File: src/sv/phpd_pkg.sv
// shared types and constants for the piezo hit peak detector
// used by every module of the block, depends on nothing
package phpd_pkg;

  localparam int RAW_W   = 12;
  localparam int TIME_W  = 64;
  localparam int LEVEL_W = 7;
  localparam int WIN_W   = 20;
  localparam int IN_W    = 80;
  localparam int OUT_W   = 8;
  localparam int CFG_IDX_W = 2;

  localparam logic [LEVEL_W-1:0] LEVEL_MAX = 7'd127;
  localparam logic [LEVEL_W-1:0] VEL_MIN   = 7'd1;
  localparam logic [RAW_W:0]     ADC_FULL  = 13'd4095;

  localparam logic [CFG_IDX_W-1:0] REG_TRIGGER    = 2'd0;
  localparam logic [CFG_IDX_W-1:0] REG_FULL_SCALE = 2'd1;
  localparam logic [CFG_IDX_W-1:0] REG_SCAN       = 2'd2;
  localparam logic [CFG_IDX_W-1:0] REG_MASK       = 2'd3;

  localparam logic [LEVEL_W-1:0] TRIGGER_RESET    = 7'd20;
  localparam logic [LEVEL_W-1:0] FULL_SCALE_RESET = 7'd27;
  localparam logic [WIN_W-1:0]   SCAN_RESET       = 20'd6300;
  localparam logic [WIN_W-1:0]   MASK_RESET       = 20'd24600;

  localparam int QUEUE_DEPTH_DEFAULT = 2;

  typedef struct packed {
    logic [LEVEL_W-1:0] trigger_level;
    logic [LEVEL_W-1:0] full_scale_level;
    logic [WIN_W-1:0]   scan_window_us;
    logic [WIN_W-1:0]   mask_window_us;
  } cfg_t;

  typedef struct packed {
    logic full;
    logic empty;
  } q_status_t;

endpackage

File: src/sv/phpd_front.sv
// front part: takes samples, scales them, runs hit start, mask and scan window
// depends on phpd_pkg; pushes the peak of each finished hit into the queue
module phpd_front (
  input  logic                         clk,
  input  logic                         rst,
  input  phpd_pkg::cfg_t               cfg,
  input  logic                         in_valid,
  output logic                         in_ready,
  input  logic [phpd_pkg::RAW_W-1:0]   raw_sample,
  input  logic [phpd_pkg::TIME_W-1:0]  now_us,
  input  phpd_pkg::q_status_t          q_stat,
  output logic                         q_push,
  output logic [phpd_pkg::LEVEL_W-1:0] q_wdata
);

  typedef enum logic {F_IDLE, F_EVAL} fstate_t;

  fstate_t                        state;
  logic                           scanning;
  logic [phpd_pkg::LEVEL_W-1:0]   peak;
  logic [phpd_pkg::TIME_W-1:0]    start_time;
  logic [phpd_pkg::TIME_W-1:0]    end_time;
  logic [phpd_pkg::LEVEL_W-1:0]   level;
  logic [phpd_pkg::TIME_W-1:0]    now;

  logic [phpd_pkg::RAW_W+6:0]     prod;
  logic [phpd_pkg::LEVEL_W-1:0]   q0;
  logic [phpd_pkg::RAW_W:0]       rem;
  logic [phpd_pkg::LEVEL_W-1:0]   level_next;

  logic [phpd_pkg::TIME_W-1:0]    d_end;
  logic [phpd_pkg::TIME_W-1:0]    d_start;
  logic                           start_hit;
  logic                           masked;
  logic                           active;
  logic                           window_done;
  logic                           emit;
  logic [phpd_pkg::LEVEL_W-1:0]   peak_eff;

  // raw*127/4095: quotient estimate by shift, then one correction
  always_comb begin
    prod       = {raw_sample, 7'd0} - {7'd0, raw_sample};
    q0         = prod[phpd_pkg::RAW_W+6:phpd_pkg::RAW_W];
    rem        = {1'b0, prod[phpd_pkg::RAW_W-1:0]} + {6'd0, q0};
    level_next = (rem >= phpd_pkg::ADC_FULL) ? q0 + 7'd1 : q0;
  end

  always_comb begin
    d_end       = now - end_time;
    d_start     = now - start_time;
    start_hit   = !scanning && (level > cfg.trigger_level);
    masked      = start_hit && (d_end[phpd_pkg::TIME_W-1:phpd_pkg::WIN_W] == '0)
                  && (d_end[phpd_pkg::WIN_W-1:0] < cfg.mask_window_us);
    active      = scanning || start_hit;
    if (start_hit) begin
      peak_eff    = level;
      window_done = (cfg.scan_window_us == '0);
    end else begin
      peak_eff    = (level > peak) ? level : peak;
      window_done = (d_start >= phpd_pkg::TIME_W'(cfg.scan_window_us));
    end
    emit = (state == F_EVAL) && active && !masked && window_done;
  end

  assign in_ready = (state == F_IDLE);
  assign q_push   = emit && !q_stat.full;
  assign q_wdata  = peak_eff;

  always_ff @(posedge clk) begin
    if (rst) begin
      state      <= F_IDLE;
      scanning   <= 1'b0;
      peak       <= '0;
      start_time <= '0;
      end_time   <= '0;
    end else begin
      case (state)
        F_IDLE: begin
          if (in_valid) begin
            level <= level_next;
            now   <= now_us;
            state <= F_EVAL;
          end
        end
        F_EVAL: begin
          if (!(emit && q_stat.full)) begin
            state <= F_IDLE;
            if (!masked) begin
              if (emit) begin
                scanning <= 1'b0;
                end_time <= now;
                peak     <= peak_eff;
              end else if (active) begin
                scanning <= 1'b1;
                peak     <= peak_eff;
                if (start_hit) begin
                  start_time <= now;
                end
              end
            end
          end
        end
        default: state <= F_IDLE;
      endcase
    end
  end

endmodule

File: src/sv/phpd_queue.sv
// short queue of hit peaks between the front and back parts
// depends on phpd_pkg for the status struct
module phpd_queue #(
  parameter int DEPTH = phpd_pkg::QUEUE_DEPTH_DEFAULT,
  parameter int WIDTH = phpd_pkg::LEVEL_W
) (
  input  logic                clk,
  input  logic                rst,
  input  logic                push,
  input  logic [WIDTH-1:0]    wdata,
  input  logic                pop,
  output logic [WIDTH-1:0]    rdata,
  output phpd_pkg::q_status_t stat
);

  localparam int PTR_W = $clog2(DEPTH);
  localparam int CNT_W = $clog2(DEPTH + 1);

  logic [WIDTH-1:0] slots [DEPTH];
  logic [PTR_W-1:0] wr_ptr;
  logic [PTR_W-1:0] rd_ptr;
  logic [CNT_W-1:0] count;

  assign rdata      = slots[rd_ptr];
  assign stat.full  = (count == CNT_W'(DEPTH));
  assign stat.empty = (count == '0);

  always_ff @(posedge clk) begin
    if (push) begin
      slots[wr_ptr] <= wdata;
    end
  end

  always_ff @(posedge clk) begin
    if (rst) begin
      wr_ptr <= '0;
      rd_ptr <= '0;
      count  <= '0;
    end else begin
      if (push) begin
        wr_ptr <= (wr_ptr == PTR_W'(DEPTH - 1)) ? '0 : wr_ptr + 1'b1;
      end
      if (pop) begin
        rd_ptr <= (rd_ptr == PTR_W'(DEPTH - 1)) ? '0 : rd_ptr + 1'b1;
      end
      if (push && !pop) begin
        count <= count + 1'b1;
      end else if (pop && !push) begin
        count <= count - 1'b1;
      end
    end
  end

endmodule

File: src/sv/phpd_back.sv
// back part: turns a hit peak into a velocity with a bit-per-cycle divider
// depends on phpd_pkg; holds the result in an output register until taken
module phpd_back (
  input  logic                         clk,
  input  logic                         rst,
  input  phpd_pkg::cfg_t               cfg,
  input  phpd_pkg::q_status_t          q_stat,
  input  logic [phpd_pkg::LEVEL_W-1:0] q_rdata,
  output logic                         q_pop,
  output logic                         out_valid,
  input  logic                         out_ready,
  output logic [phpd_pkg::LEVEL_W-1:0] hit_velocity
);

  localparam int NUM_W = 2 * phpd_pkg::LEVEL_W;

  typedef enum logic [1:0] {B_IDLE, B_DIV, B_OUT} bstate_t;

  bstate_t                      state;
  logic [2:0]                   cnt;
  logic [NUM_W-1:0]             rem;
  logic [phpd_pkg::LEVEL_W-1:0] quo;
  logic [phpd_pkg::LEVEL_W-1:0] vel;

  logic [phpd_pkg::LEVEL_W-1:0] span;
  logic [phpd_pkg::LEVEL_W-1:0] diff;
  logic [NUM_W-1:0]             num;
  logic [NUM_W-1:0]             span_sh;
  logic                         fits;
  logic [phpd_pkg::LEVEL_W-1:0] quo_next;

  always_comb begin
    span     = cfg.full_scale_level - cfg.trigger_level;
    diff     = q_rdata - cfg.trigger_level;
    num      = {diff, 7'd0} - {7'd0, diff};
    span_sh  = {7'd0, span} << cnt;
    fits     = (rem >= span_sh);
    quo_next = {quo[phpd_pkg::LEVEL_W-2:0], fits};
  end

  assign q_pop        = (state == B_IDLE) && !q_stat.empty;
  assign out_valid    = (state == B_OUT);
  assign hit_velocity = vel;

  always_ff @(posedge clk) begin
    if (rst) begin
      state <= B_IDLE;
    end else begin
      case (state)
        B_IDLE: begin
          if (!q_stat.empty) begin
            if (cfg.full_scale_level <= cfg.trigger_level) begin
              vel   <= phpd_pkg::LEVEL_MAX;
              state <= B_OUT;
            end else if (q_rdata <= cfg.trigger_level) begin
              vel   <= phpd_pkg::VEL_MIN;
              state <= B_OUT;
            end else if (num >= {span, 7'd0}) begin
              // quotient of 128 or more saturates
              vel   <= phpd_pkg::LEVEL_MAX;
              state <= B_OUT;
            end else begin
              rem   <= num;
              quo   <= '0;
              cnt   <= 3'd6;
              state <= B_DIV;
            end
          end
        end
        B_DIV: begin
          if (fits) begin
            rem <= rem - span_sh;
          end
          quo <= quo_next;
          cnt <= cnt - 3'd1;
          if (cnt == 3'd0) begin
            vel   <= (quo_next == '0) ? phpd_pkg::VEL_MIN : quo_next;
            state <= B_OUT;
          end
        end
        B_OUT: begin
          if (out_ready) begin
            state <= B_IDLE;
          end
        end
        default: state <= B_IDLE;
      endcase
    end
  end

endmodule

File: src/sv/piezo_hit_peak_detector.sv
// top level of the piezo hit peak detector: config registers, front, queue, back
// depends on phpd_pkg, phpd_front, phpd_queue and phpd_back
//
// usage:
//   s_* carries one request per converter sample: raw reading and a microsecond
//   timestamp. the front part takes a request in F_IDLE and evaluates it in the
//   next cycle in F_EVAL; s_tready is high only in F_IDLE, so no new sample is
//   taken while one is in evaluation. a sample that closes a scan window puts the
//   hit peak in a short queue; if the queue is full the front holds that sample
//   until a slot frees. the back part pops a peak and computes the velocity with
//   a restoring divider, one quotient bit a cycle, and skips the divider for
//   saturated or minimum cases; the result then sits on m_* until m_tready takes
//   it. the closing sample's peak passes through the queue, then B_IDLE, B_DIV
//   where needed and B_OUT, which drives m_tvalid. while the receiver stalls,
//   the front keeps taking samples until a closing sample finds the queue full.
//   cfg_we writes register cfg_index (trigger, full scale, scan, mask window)
//   and must only be used while no hit is in flight.
//   rst (synchronous) restores register defaults, idles the scan, clears the
//   queue and sets the last hit end time to zero.
module piezo_hit_peak_detector #(
  parameter int QUEUE_DEPTH = phpd_pkg::QUEUE_DEPTH_DEFAULT
) (
  input  logic                           clk,
  input  logic                           rst,
  input  logic                           s_tvalid,
  output logic                           s_tready,
  input  logic [phpd_pkg::IN_W-1:0]      s_tdata,   // raw_sample[11:0], now_us[75:12], zero
  output logic                           m_tvalid,
  input  logic                           m_tready,
  output logic [phpd_pkg::OUT_W-1:0]     m_tdata,   // hit_velocity[6:0], zero
  input  logic                           cfg_we,
  input  logic [phpd_pkg::CFG_IDX_W-1:0] cfg_index,
  input  logic [phpd_pkg::WIN_W-1:0]     cfg_wdata
);

  phpd_pkg::cfg_t               cfg;
  phpd_pkg::q_status_t          q_stat;
  logic                         q_push;
  logic                         q_pop;
  logic [phpd_pkg::LEVEL_W-1:0] q_wdata;
  logic [phpd_pkg::LEVEL_W-1:0] q_rdata;
  logic [phpd_pkg::LEVEL_W-1:0] hit_velocity;

  always_ff @(posedge clk) begin
    if (rst) begin
      cfg.trigger_level    <= phpd_pkg::TRIGGER_RESET;
      cfg.full_scale_level <= phpd_pkg::FULL_SCALE_RESET;
      cfg.scan_window_us   <= phpd_pkg::SCAN_RESET;
      cfg.mask_window_us   <= phpd_pkg::MASK_RESET;
    end else if (cfg_we) begin
      case (cfg_index)
        phpd_pkg::REG_TRIGGER:    cfg.trigger_level    <= cfg_wdata[phpd_pkg::LEVEL_W-1:0];
        phpd_pkg::REG_FULL_SCALE: cfg.full_scale_level <= cfg_wdata[phpd_pkg::LEVEL_W-1:0];
        phpd_pkg::REG_SCAN:       cfg.scan_window_us   <= cfg_wdata;
        phpd_pkg::REG_MASK:       cfg.mask_window_us   <= cfg_wdata;
        default: ;
      endcase
    end
  end

  phpd_front u_front (
    .clk        (clk),
    .rst        (rst),
    .cfg        (cfg),
    .in_valid   (s_tvalid),
    .in_ready   (s_tready),
    .raw_sample (s_tdata[phpd_pkg::RAW_W-1:0]),
    .now_us     (s_tdata[phpd_pkg::RAW_W+phpd_pkg::TIME_W-1:phpd_pkg::RAW_W]),
    .q_stat     (q_stat),
    .q_push     (q_push),
    .q_wdata    (q_wdata)
  );

  phpd_queue #(
    .DEPTH (QUEUE_DEPTH),
    .WIDTH (phpd_pkg::LEVEL_W)
  ) u_queue (
    .clk   (clk),
    .rst   (rst),
    .push  (q_push),
    .wdata (q_wdata),
    .pop   (q_pop),
    .rdata (q_rdata),
    .stat  (q_stat)
  );

  phpd_back u_back (
    .clk          (clk),
    .rst          (rst),
    .cfg          (cfg),
    .q_stat       (q_stat),
    .q_rdata      (q_rdata),
    .q_pop        (q_pop),
    .out_valid    (m_tvalid),
    .out_ready    (m_tready),
    .hit_velocity (hit_velocity)
  );

  assign m_tdata = {1'b0, hit_velocity};

  a_push_room: assert property (@(posedge clk) disable iff (rst)
    q_push |-> !q_stat.full)
    else $error("peak pushed into a full queue");

  a_pop_data: assert property (@(posedge clk) disable iff (rst)
    q_pop |-> !q_stat.empty)
    else $error("peak popped from an empty queue");

  a_vel_range: assert property (@(posedge clk) disable iff (rst)
    m_tvalid |-> (m_tdata[phpd_pkg::LEVEL_W-1:0] != '0 && m_tdata[phpd_pkg::OUT_W-1] == 1'b0))
    else $error("velocity out of range");

endmodule

File: config.mk
export PLATFORM = sky130hd
export DESIGN_NAME = piezo_hit_peak_detector
export DESIGN_NICKNAME = d
export VERILOG_FILES = /design/src/sv/phpd_pkg.sv /design/src/sv/phpd_front.sv /design/src/sv/phpd_queue.sv /design/src/sv/phpd_back.sv /design/src/sv/piezo_hit_peak_detector.sv
export SDC_FILE = /design/constraint.sdc
export NUM_CORES = 1
export LEC_CHECK = 0
export BUFFER_PORTS_ARGS = -buffer_cell sky130_fd_sc_hd__buf_4
export CAP_MARGIN = 5
export CORE_ASPECT_RATIO = 0.5
export CORE_UTILIZATION = 59
export CTS_CLUSTER_DIAMETER = 200
export DETAILED_ROUTE_END_ITERATION = 6
export GPL_ROUTABILITY_DRIVEN = 0
export PLACE_DENSITY = 0.78
export SYNTH_ARGS = -nofsm -noshare
export SYNTH_HDL_FRONTEND = slang
export SYNTH_HIERARCHICAL = 1
export SYNTH_SLANG_ARGS = --single-unit
export TNS_END_PERCENT = 50
File: constraint.sdc
create_clock -name clk -period 20 [get_ports clk]
set_input_delay 4 -clock clk [delete_from_list [all_inputs] [get_ports clk]]
set_output_delay 4 -clock clk [all_outputs]
set_load 0.02 [all_outputs]
==> metrics.csv, run 1 <==
metric,value,unit
run_status,"finished, violations left",
violations,"DRC, capacitance limit, slew limit",
track_usage,32.5,%
synth_cells,3278,
first_pass_iters,7,
vias,24910,
place_ws,10680,ps
clkSinkCount,313,
cp_top_family,compound AO/OA/AOI/OAI gates,
p_leak,10.5,nW
wl_per_cell,19.6,microns
worstSetupEndpointType,flop,
ios,117,
fillers,3715,
utilization,64.4,%
clk_latency,600,ps
yosysTopAreaCell,dfxtp_1,
fin_ws,11200,ps
core.rowCount,54,
initial_utilization,60.2,%
whs,478,ps
clk_pin_slew,70,ps
grt_max_degree,128,
hold_buffers,0,
layout.nets,3605,
vias_per_cell,6.44,
final_area,28200,sq um
yosysWarnings,6,
fp.dieH,152,microns
synth-edff-count,115,
htree_levels,1,
rsz0062_at_grt,no,
ys_ff_latch,313,
cts_max_path_buffers,3,
synth.avg_cell_area,8.06,sq um
cts_tree,yes,
synthArstFlopShare,0,%
die_area,45700,sq um
syn2layout_area_growth,6.88,%
cts-resized-gates,0,
drv_cap,1,
drc,7,
worstSetupPathType,input pin to flop,
fin_tns_setup,0,ps
grt_pass1_wl,120000,microns
p_per_area,70.1,nW/um^2
maxSlewHeadroom,-4.53,%
root_buffer,clkbuf_16,
grt_pass1_vias,22985,
max_freq,114,MHz
cp_num_buf_inv,3,
cts_inserted_buffers,30,
hpwl,58600,microns
slowest_delay,450,ps
ff2ff_setup_slack,11490,ps
place_area,27300,sq um
crit_arrival,9140,ps
setup_violations,0,
core_area,43800,sq um
period_minus_slack,8800,ps
tightest_slew,1550,ps
fp.dieW,301,microns
critical_path.most_common_cell,a21oi_1,
antenna_found_initial,1,
grt-ovfl-total,0,
ys_top_cells_by_area,"dfxtp_1 (15%), edfxtp_1 (13%), ha_1 (11%)",
crit_fanout,5,
ys_seq_area_share,28.1,%
period_share,44.0,%
cts_setup_buffers,0,
critPathRequiredTime,20340,ps
final_max_slew_viol_count,3,
clock_skew,27.4,ps
peakVddDrop,70.2,uV
dr.first_iter.drc_count,3079,
synth_area,26400,sq um
antenna_left,0,
synth_nets,3623,
cp-start-kind,input pin,
port_buffers,111,
n_antenna_cell,0,
ys_types,105,
hold_violations,0,
cp_slowest_cell,xnor2_1,
path_cells,buf_4 > inv_1 > ha_1 > a41oi_1 > o21bai_1 > a21oi_1 > o21bai_1 > a21oi_1 > nand2_1 > xnor2_1 > inv_1 > ha_1 > a21o_1 > a21oi_1 > o21bai_1 > a21oi_1 > nor2b_1 > nor3_1 > nand4_1 > a211oi_1 > o2111ai_1 > nor4_1 > nor3b_1 > xor2_1,
yosys.area.top_type_share,15.0,%
ys.flop_type,dfxtp_1,
drive_above_1_share,7.74,%
finalWirelength,76000,microns
hold_path_class,flop to flop,
-- cell usage after synthesis, types with 96 or more instances --
master    number
ha_1         232
nand3_1      115
edfxtp_1     115
mux2i_1      144
clkbuf_1      96
inv_1        266
nand2b_1     202
nand2_1      218
a21oi_1      311
o21ai_0      166
dfxtp_1      198
nor2_1       216
-- stage by stage --
step                cells  power [mW]
detailed placement   3816        1.42
floorplan            3278        1.25
finish               3871        1.98
CTS                  3871        1.97
global route         3871        2.07
global placement     3816        1.40
-- registers in the layout, indices dropped and copies added, names as in the netlist, named ones only --
register and flops:
u_front/end_time 64, u_front/now 64, u_front/start_time 64, cfg 54
u_back/rem 14, u_queue/slots 14, u_back/hit_velocity 7, u_front/level 7
u_front/peak 7, u_back/quo 6, u_back/cnt 3, u_back/state 2
u_queue/count 2, u_front/scanning 1, u_front/state 1, u_queue/rd_ptr 1
u_queue/wr_ptr 1
-- cell usage in the layout (no fill, tap or decap), drive strengths merged, types with 93 or more instances in the layout --
master	n
a21oi	313
inv	268
o21ai	235
ha	232
nand2	220
nor2	216
nand2b	202
dfxtp	198
mux2i	144
buf	123
nand3	117
edfxtp	115
nand4	93
-- power by group --
part / internal [mW] / leakage (nW) / switching (mW) / total (mW)
clock: 0.290 / 0.453 / 0.264 / 0.554
sequential: 0.713 / 2.66 / 0.0364 / 0.750
combinational: 0.266 / 7.37 / 0.408 / 0.674
total: 1.27 / 10.5 / 0.709 / 1.98
-- cell families after synthesis --
kind of cell | share of synthesized area, %
AND/OR/NAND/NOR | 21.4
flip-flops | 28.1
multiplexers | 6.01
adder cells (fa/ha/maj) | 11.4
AO/OA/AOI/OAI | 22.4
buffers and inverters | 6.82
other | 0.0142
XOR/XNOR | 3.87
-- layer usage --
layer	track usage, %	vias to the layer above	part of all wire, %
met5	0	-	0.032
met4	11.7	2	3.9
met3	5.99	204	9.7
met2	53.5	1233	44
met1	42.7	11642	42
li1	-	11829	-
-- worst reg2reg max path, delay by kind of cell, from the launching register on --
family                   cells  cell delay, ps
AND/OR/NAND/NOR              6            2990
AO/OA/AOI/OAI                9            3340
XOR/XNOR                     1             150
buffers and inverters        3             620
adder cells (fa/ha/maj)      3             860
flip-flops                   1             450
-- path summary, 6_finish.rpt --
kind,start,cells after the start,endpoint
worst max-delay path,s_tdata[7],24,u_front/level[6]
worst min-delay path,u_front/end_time[55],2,u_front/end_time[55]
worst max register to register,u_front/now[0],22,u_front/peak[6]
worst min register to register,u_front/end_time[55],2,u_front/end_time[55]
-- cell type report --
class | count | area (sq um) | area share, %
flip-flops and latches | 313 | 7420 | 26.3
multi-input cells | 2525 | 17200 | 61.0
inverters | 267 | 1000 | 3.55
clock buffers | 34 | 766 | 2.71
repair buffers | 123 | 927 | 3.28
well taps | 588 | 736 | 2.61
clock inverters | 21 | 156 | 0.554
Note: power is estimated with default switching activity, not from simulation.
==> inputs of run 2 (changes only) <==
--- a/config.mk
+++ b/config.mk
@@ -8,11 +8,11 @@
 export BUFFER_PORTS_ARGS = -buffer_cell sky130_fd_sc_hd__buf_4
 export CAP_MARGIN = 5
 export CORE_ASPECT_RATIO = 0.5
-export CORE_UTILIZATION = 59
+export CORE_UTILIZATION = 58
 export CTS_CLUSTER_DIAMETER = 200
 export DETAILED_ROUTE_END_ITERATION = 6
 export GPL_ROUTABILITY_DRIVEN = 0
-export PLACE_DENSITY = 0.78
+export PLACE_DENSITY = 0.8
 export SYNTH_ARGS = -nofsm -noshare
 export SYNTH_HDL_FRONTEND = slang
 export SYNTH_HIERARCHICAL = 1
==> constraint.sdc (replaced) <==
create_clock -name clk -period 7.2 [get_ports clk]
set_input_delay 1.44 -clock clk [delete_from_list [all_inputs] [get_ports clk]]
set_output_delay 1.44 -clock clk [all_outputs]
set_load 0.02 [all_outputs]
==> run 2 against run 1 <==
Compared with the run above: the flow now finishes without violations; die area is 1.7% higher; sequential cell count stayed put; first-iteration DRC count is 0.26% higher; worst hold slack worse by 6.1 ps; sequential share of layout area is 0.18 points lower; clock skew is 1.4 ps higher; routed wire length is 0.19% lower; largest power group unchanged.
==> metrics.csv, run 2 (same netlist as run 1, synthesis figures left out) <==
metric,value,unit,change
final-seq-area,7420,sq um,unchanged
grt_pass1_wl,120000,microns,unchanged
multi_input_area,17200,sq um,+0.10%
core_area,44300,sq um,+0.92%
final_max_slew_viol_count,0,,-3
cp_num_buf_inv,4,,+1
vias,25105,,+0.78%
finalWirelength,75800,microns,-0.19%
drv_cap,0,,-1
htree_levels,1,,unchanged
cts_inserted_buffers,29,,-3.3%
wl_met3,7760,microns,+5.1%
grt_max_degree,136,,+6.3%
rsz0062_at_grt,no,,
path_cells,inv_1 > ha_1 > inv_1 > fa_1 > a211oi_1 > o21ai_1 > a211oi_2 > o21ai_0 > a21oi_1 > xnor2_1 > ha_1 > o21ai_0 > o22ai_1 > a2111oi_0 > buf_4 > nand4_1 > or3_1 > nor4_1 > or4b_1 > or4_2 > buf_4 > nand3_1 > a21oi_1,,
root_buffer,clkbuf_16,,
hpwl,58800,microns,+0.32%
hold_path_class,flop to flop,,
layout_common_cells,"a21oi_1 (311), inv_1 (266), ha_1 (232), nand2_1 (217), nor2_1 (216)",,
peakVddDrop,201,uV,+190%
layout_commonest_cell,a21oi_1,,
dr.first_iter.drc_count,3087,,+0.26%
cp-start-kind,flop,,
wl_per_cell,19.6,microns,-0.39%
clk_pin_slew,70,ps,about the same
cp_slowest_cell,or4_2,,
m1WireLength,31300,microns,-1.9%
cts_max_path_buffers,3,,unchanged
final_area,28400,sq um,+0.69%
fin_tns_setup,0,ps,unchanged
clock_skew,28.8,ps,+1.36 ps
initial_utilization,59.7,%,-0.55 points
top_layer_used,met4,,
utilization,64.2,%,-0.15 points
n_antenna_cell,0,,unchanged
clkSinkCount,313,,unchanged
ff2ff_setup_slack,510,ps,"-10,980 ps"
drc,0,,-7
run_status,completed,,
antenna_found_initial,1,,unchanged
worstSetupEndpointType,flop,,
syn2layout_area_growth,7.61,%,
port_buffers,111,,unchanged
tightest_slew,1240,ps,-308 ps
ios,117,,unchanged
grt-ovfl-total,0,,unchanged
p_leak,10.6,nW,+1.0%
fp.dieW,304,microns,+0.85%
track_usage,31.4,%,-1.0 points
hold_violations,0,,unchanged
clk_latency,610,ps,about the same
grt_pass1_vias,23087,,+0.44%
core.rowCount,54,,unchanged
setup_violations,0,,unchanged
cts_tree,yes,,
drive_above_1_share,8.23,%,+0.50 points
place_area,27400,sq um,+0.29%
max_freq,149,MHz,
first_pass_iters,7,,unchanged
period_share,93.0,%,
antenna_left,0,,unchanged
wl_met2,33300,microns,-1.2%
cp_top_family,simple AND/OR/NAND/NOR gates,,
critPathRequiredTime,7620,ps,"-12,720 ps"
vias_per_cell,6.47,,+0.57%
worstSetupPathType,flop to flop,,
die_area,46400,sq um,+1.7%
reg_top3,"u_front/end_time: 64 flops, u_front/now: 64 flops, u_front/start_time: 64 flops",,
crit_fanout,42,,+37
fp.dieH,153,microns,+0.85%
fillers,3749,,+0.92%
maxSlewHeadroom,17.4,%,+22 points
crit_arrival,7110,ps,-2030 ps
slowest_delay,840,ps,+390 ps
p_per_area,197,nW/um^2,+180%
layout.nets,3613,,+0.22%
period_minus_slack,6690,ps,
-- run 2: cell types whose count changed in the layout (fill, tap and decap cells not counted), moves of 2 or more --
cell | previous run | this run
clkbuf_8 | 0 | 6
clkinv_1 | 8 | 1
clkbuf_16 | 30 | 32
clkinv_4 | 3 | 1
buf_4 | 122 | 130
-- run 2: layer usage --
layer  GRT usage (%)  up-vias
met5               0        -
met4            12.5        0
met3            6.27      248
met2            50.8     1354
met1            41.3    11645
li1                -    11858
-- run 2: path summary, 6_finish.rpt --
path / cells after the start / endpoint / from
worst max-delay path: 23 / u_front/start_time[61] / u_front/now[0]
worst min-delay path: 2 / u_front/end_time[15] / u_front/end_time[15]
worst max register to register: 23 / u_front/start_time[61] / u_front/now[0]
worst min register to register: 2 / u_front/end_time[15] / u_front/end_time[15]
-- run 2: layout make-up --
cell class              count  area share, %
well taps                 588           2.59
clock buffers              43           3.18
flip-flops and latches    313           26.1
clock inverters            11          0.405
repair buffers            132           3.54
inverters                 267           3.53
multi-input cells        2525           60.7
-- run 2: metrics by stage --
step                worst slack [ps]  instances  power, mW  hold slack, ps
floorplan                       1340       3278       3.46             449
global placement                 620       3824       3.88             459
detailed placement               334       3824       3.94             463
CTS                              451       3878       5.59             475
global route                    2.81       3879       5.89             485
finish                           505       3879       5.61             472
-- run 2: where the power goes --
| part | leakage, nW | switching, mW | total [mW] | internal, mW |
|---|---|---|---|---|
| clock network | 0.510 | 0.732 | 1.65 | 0.916 |
| logic | 7.42 | 1.14 | 1.88 | 0.745 |
| registers | 2.66 | 0.0983 | 2.08 | 1.98 |
| total | 10.6 | 1.97 | 5.61 | 3.64 |
-- run 2: repair_timing --
action | in CTS | in global routing
buffers inserted | 0 | 1
setup endpoints to repair | 0 | 77
resized for setup | 0 | 2
hold buffers | 0 | 0
-- run 2: tightest hold or removal path: stages, from the launching register on --
cell      delay (ps)
dfxtp_1          310
nand2b_1          60
mux2i_1           50
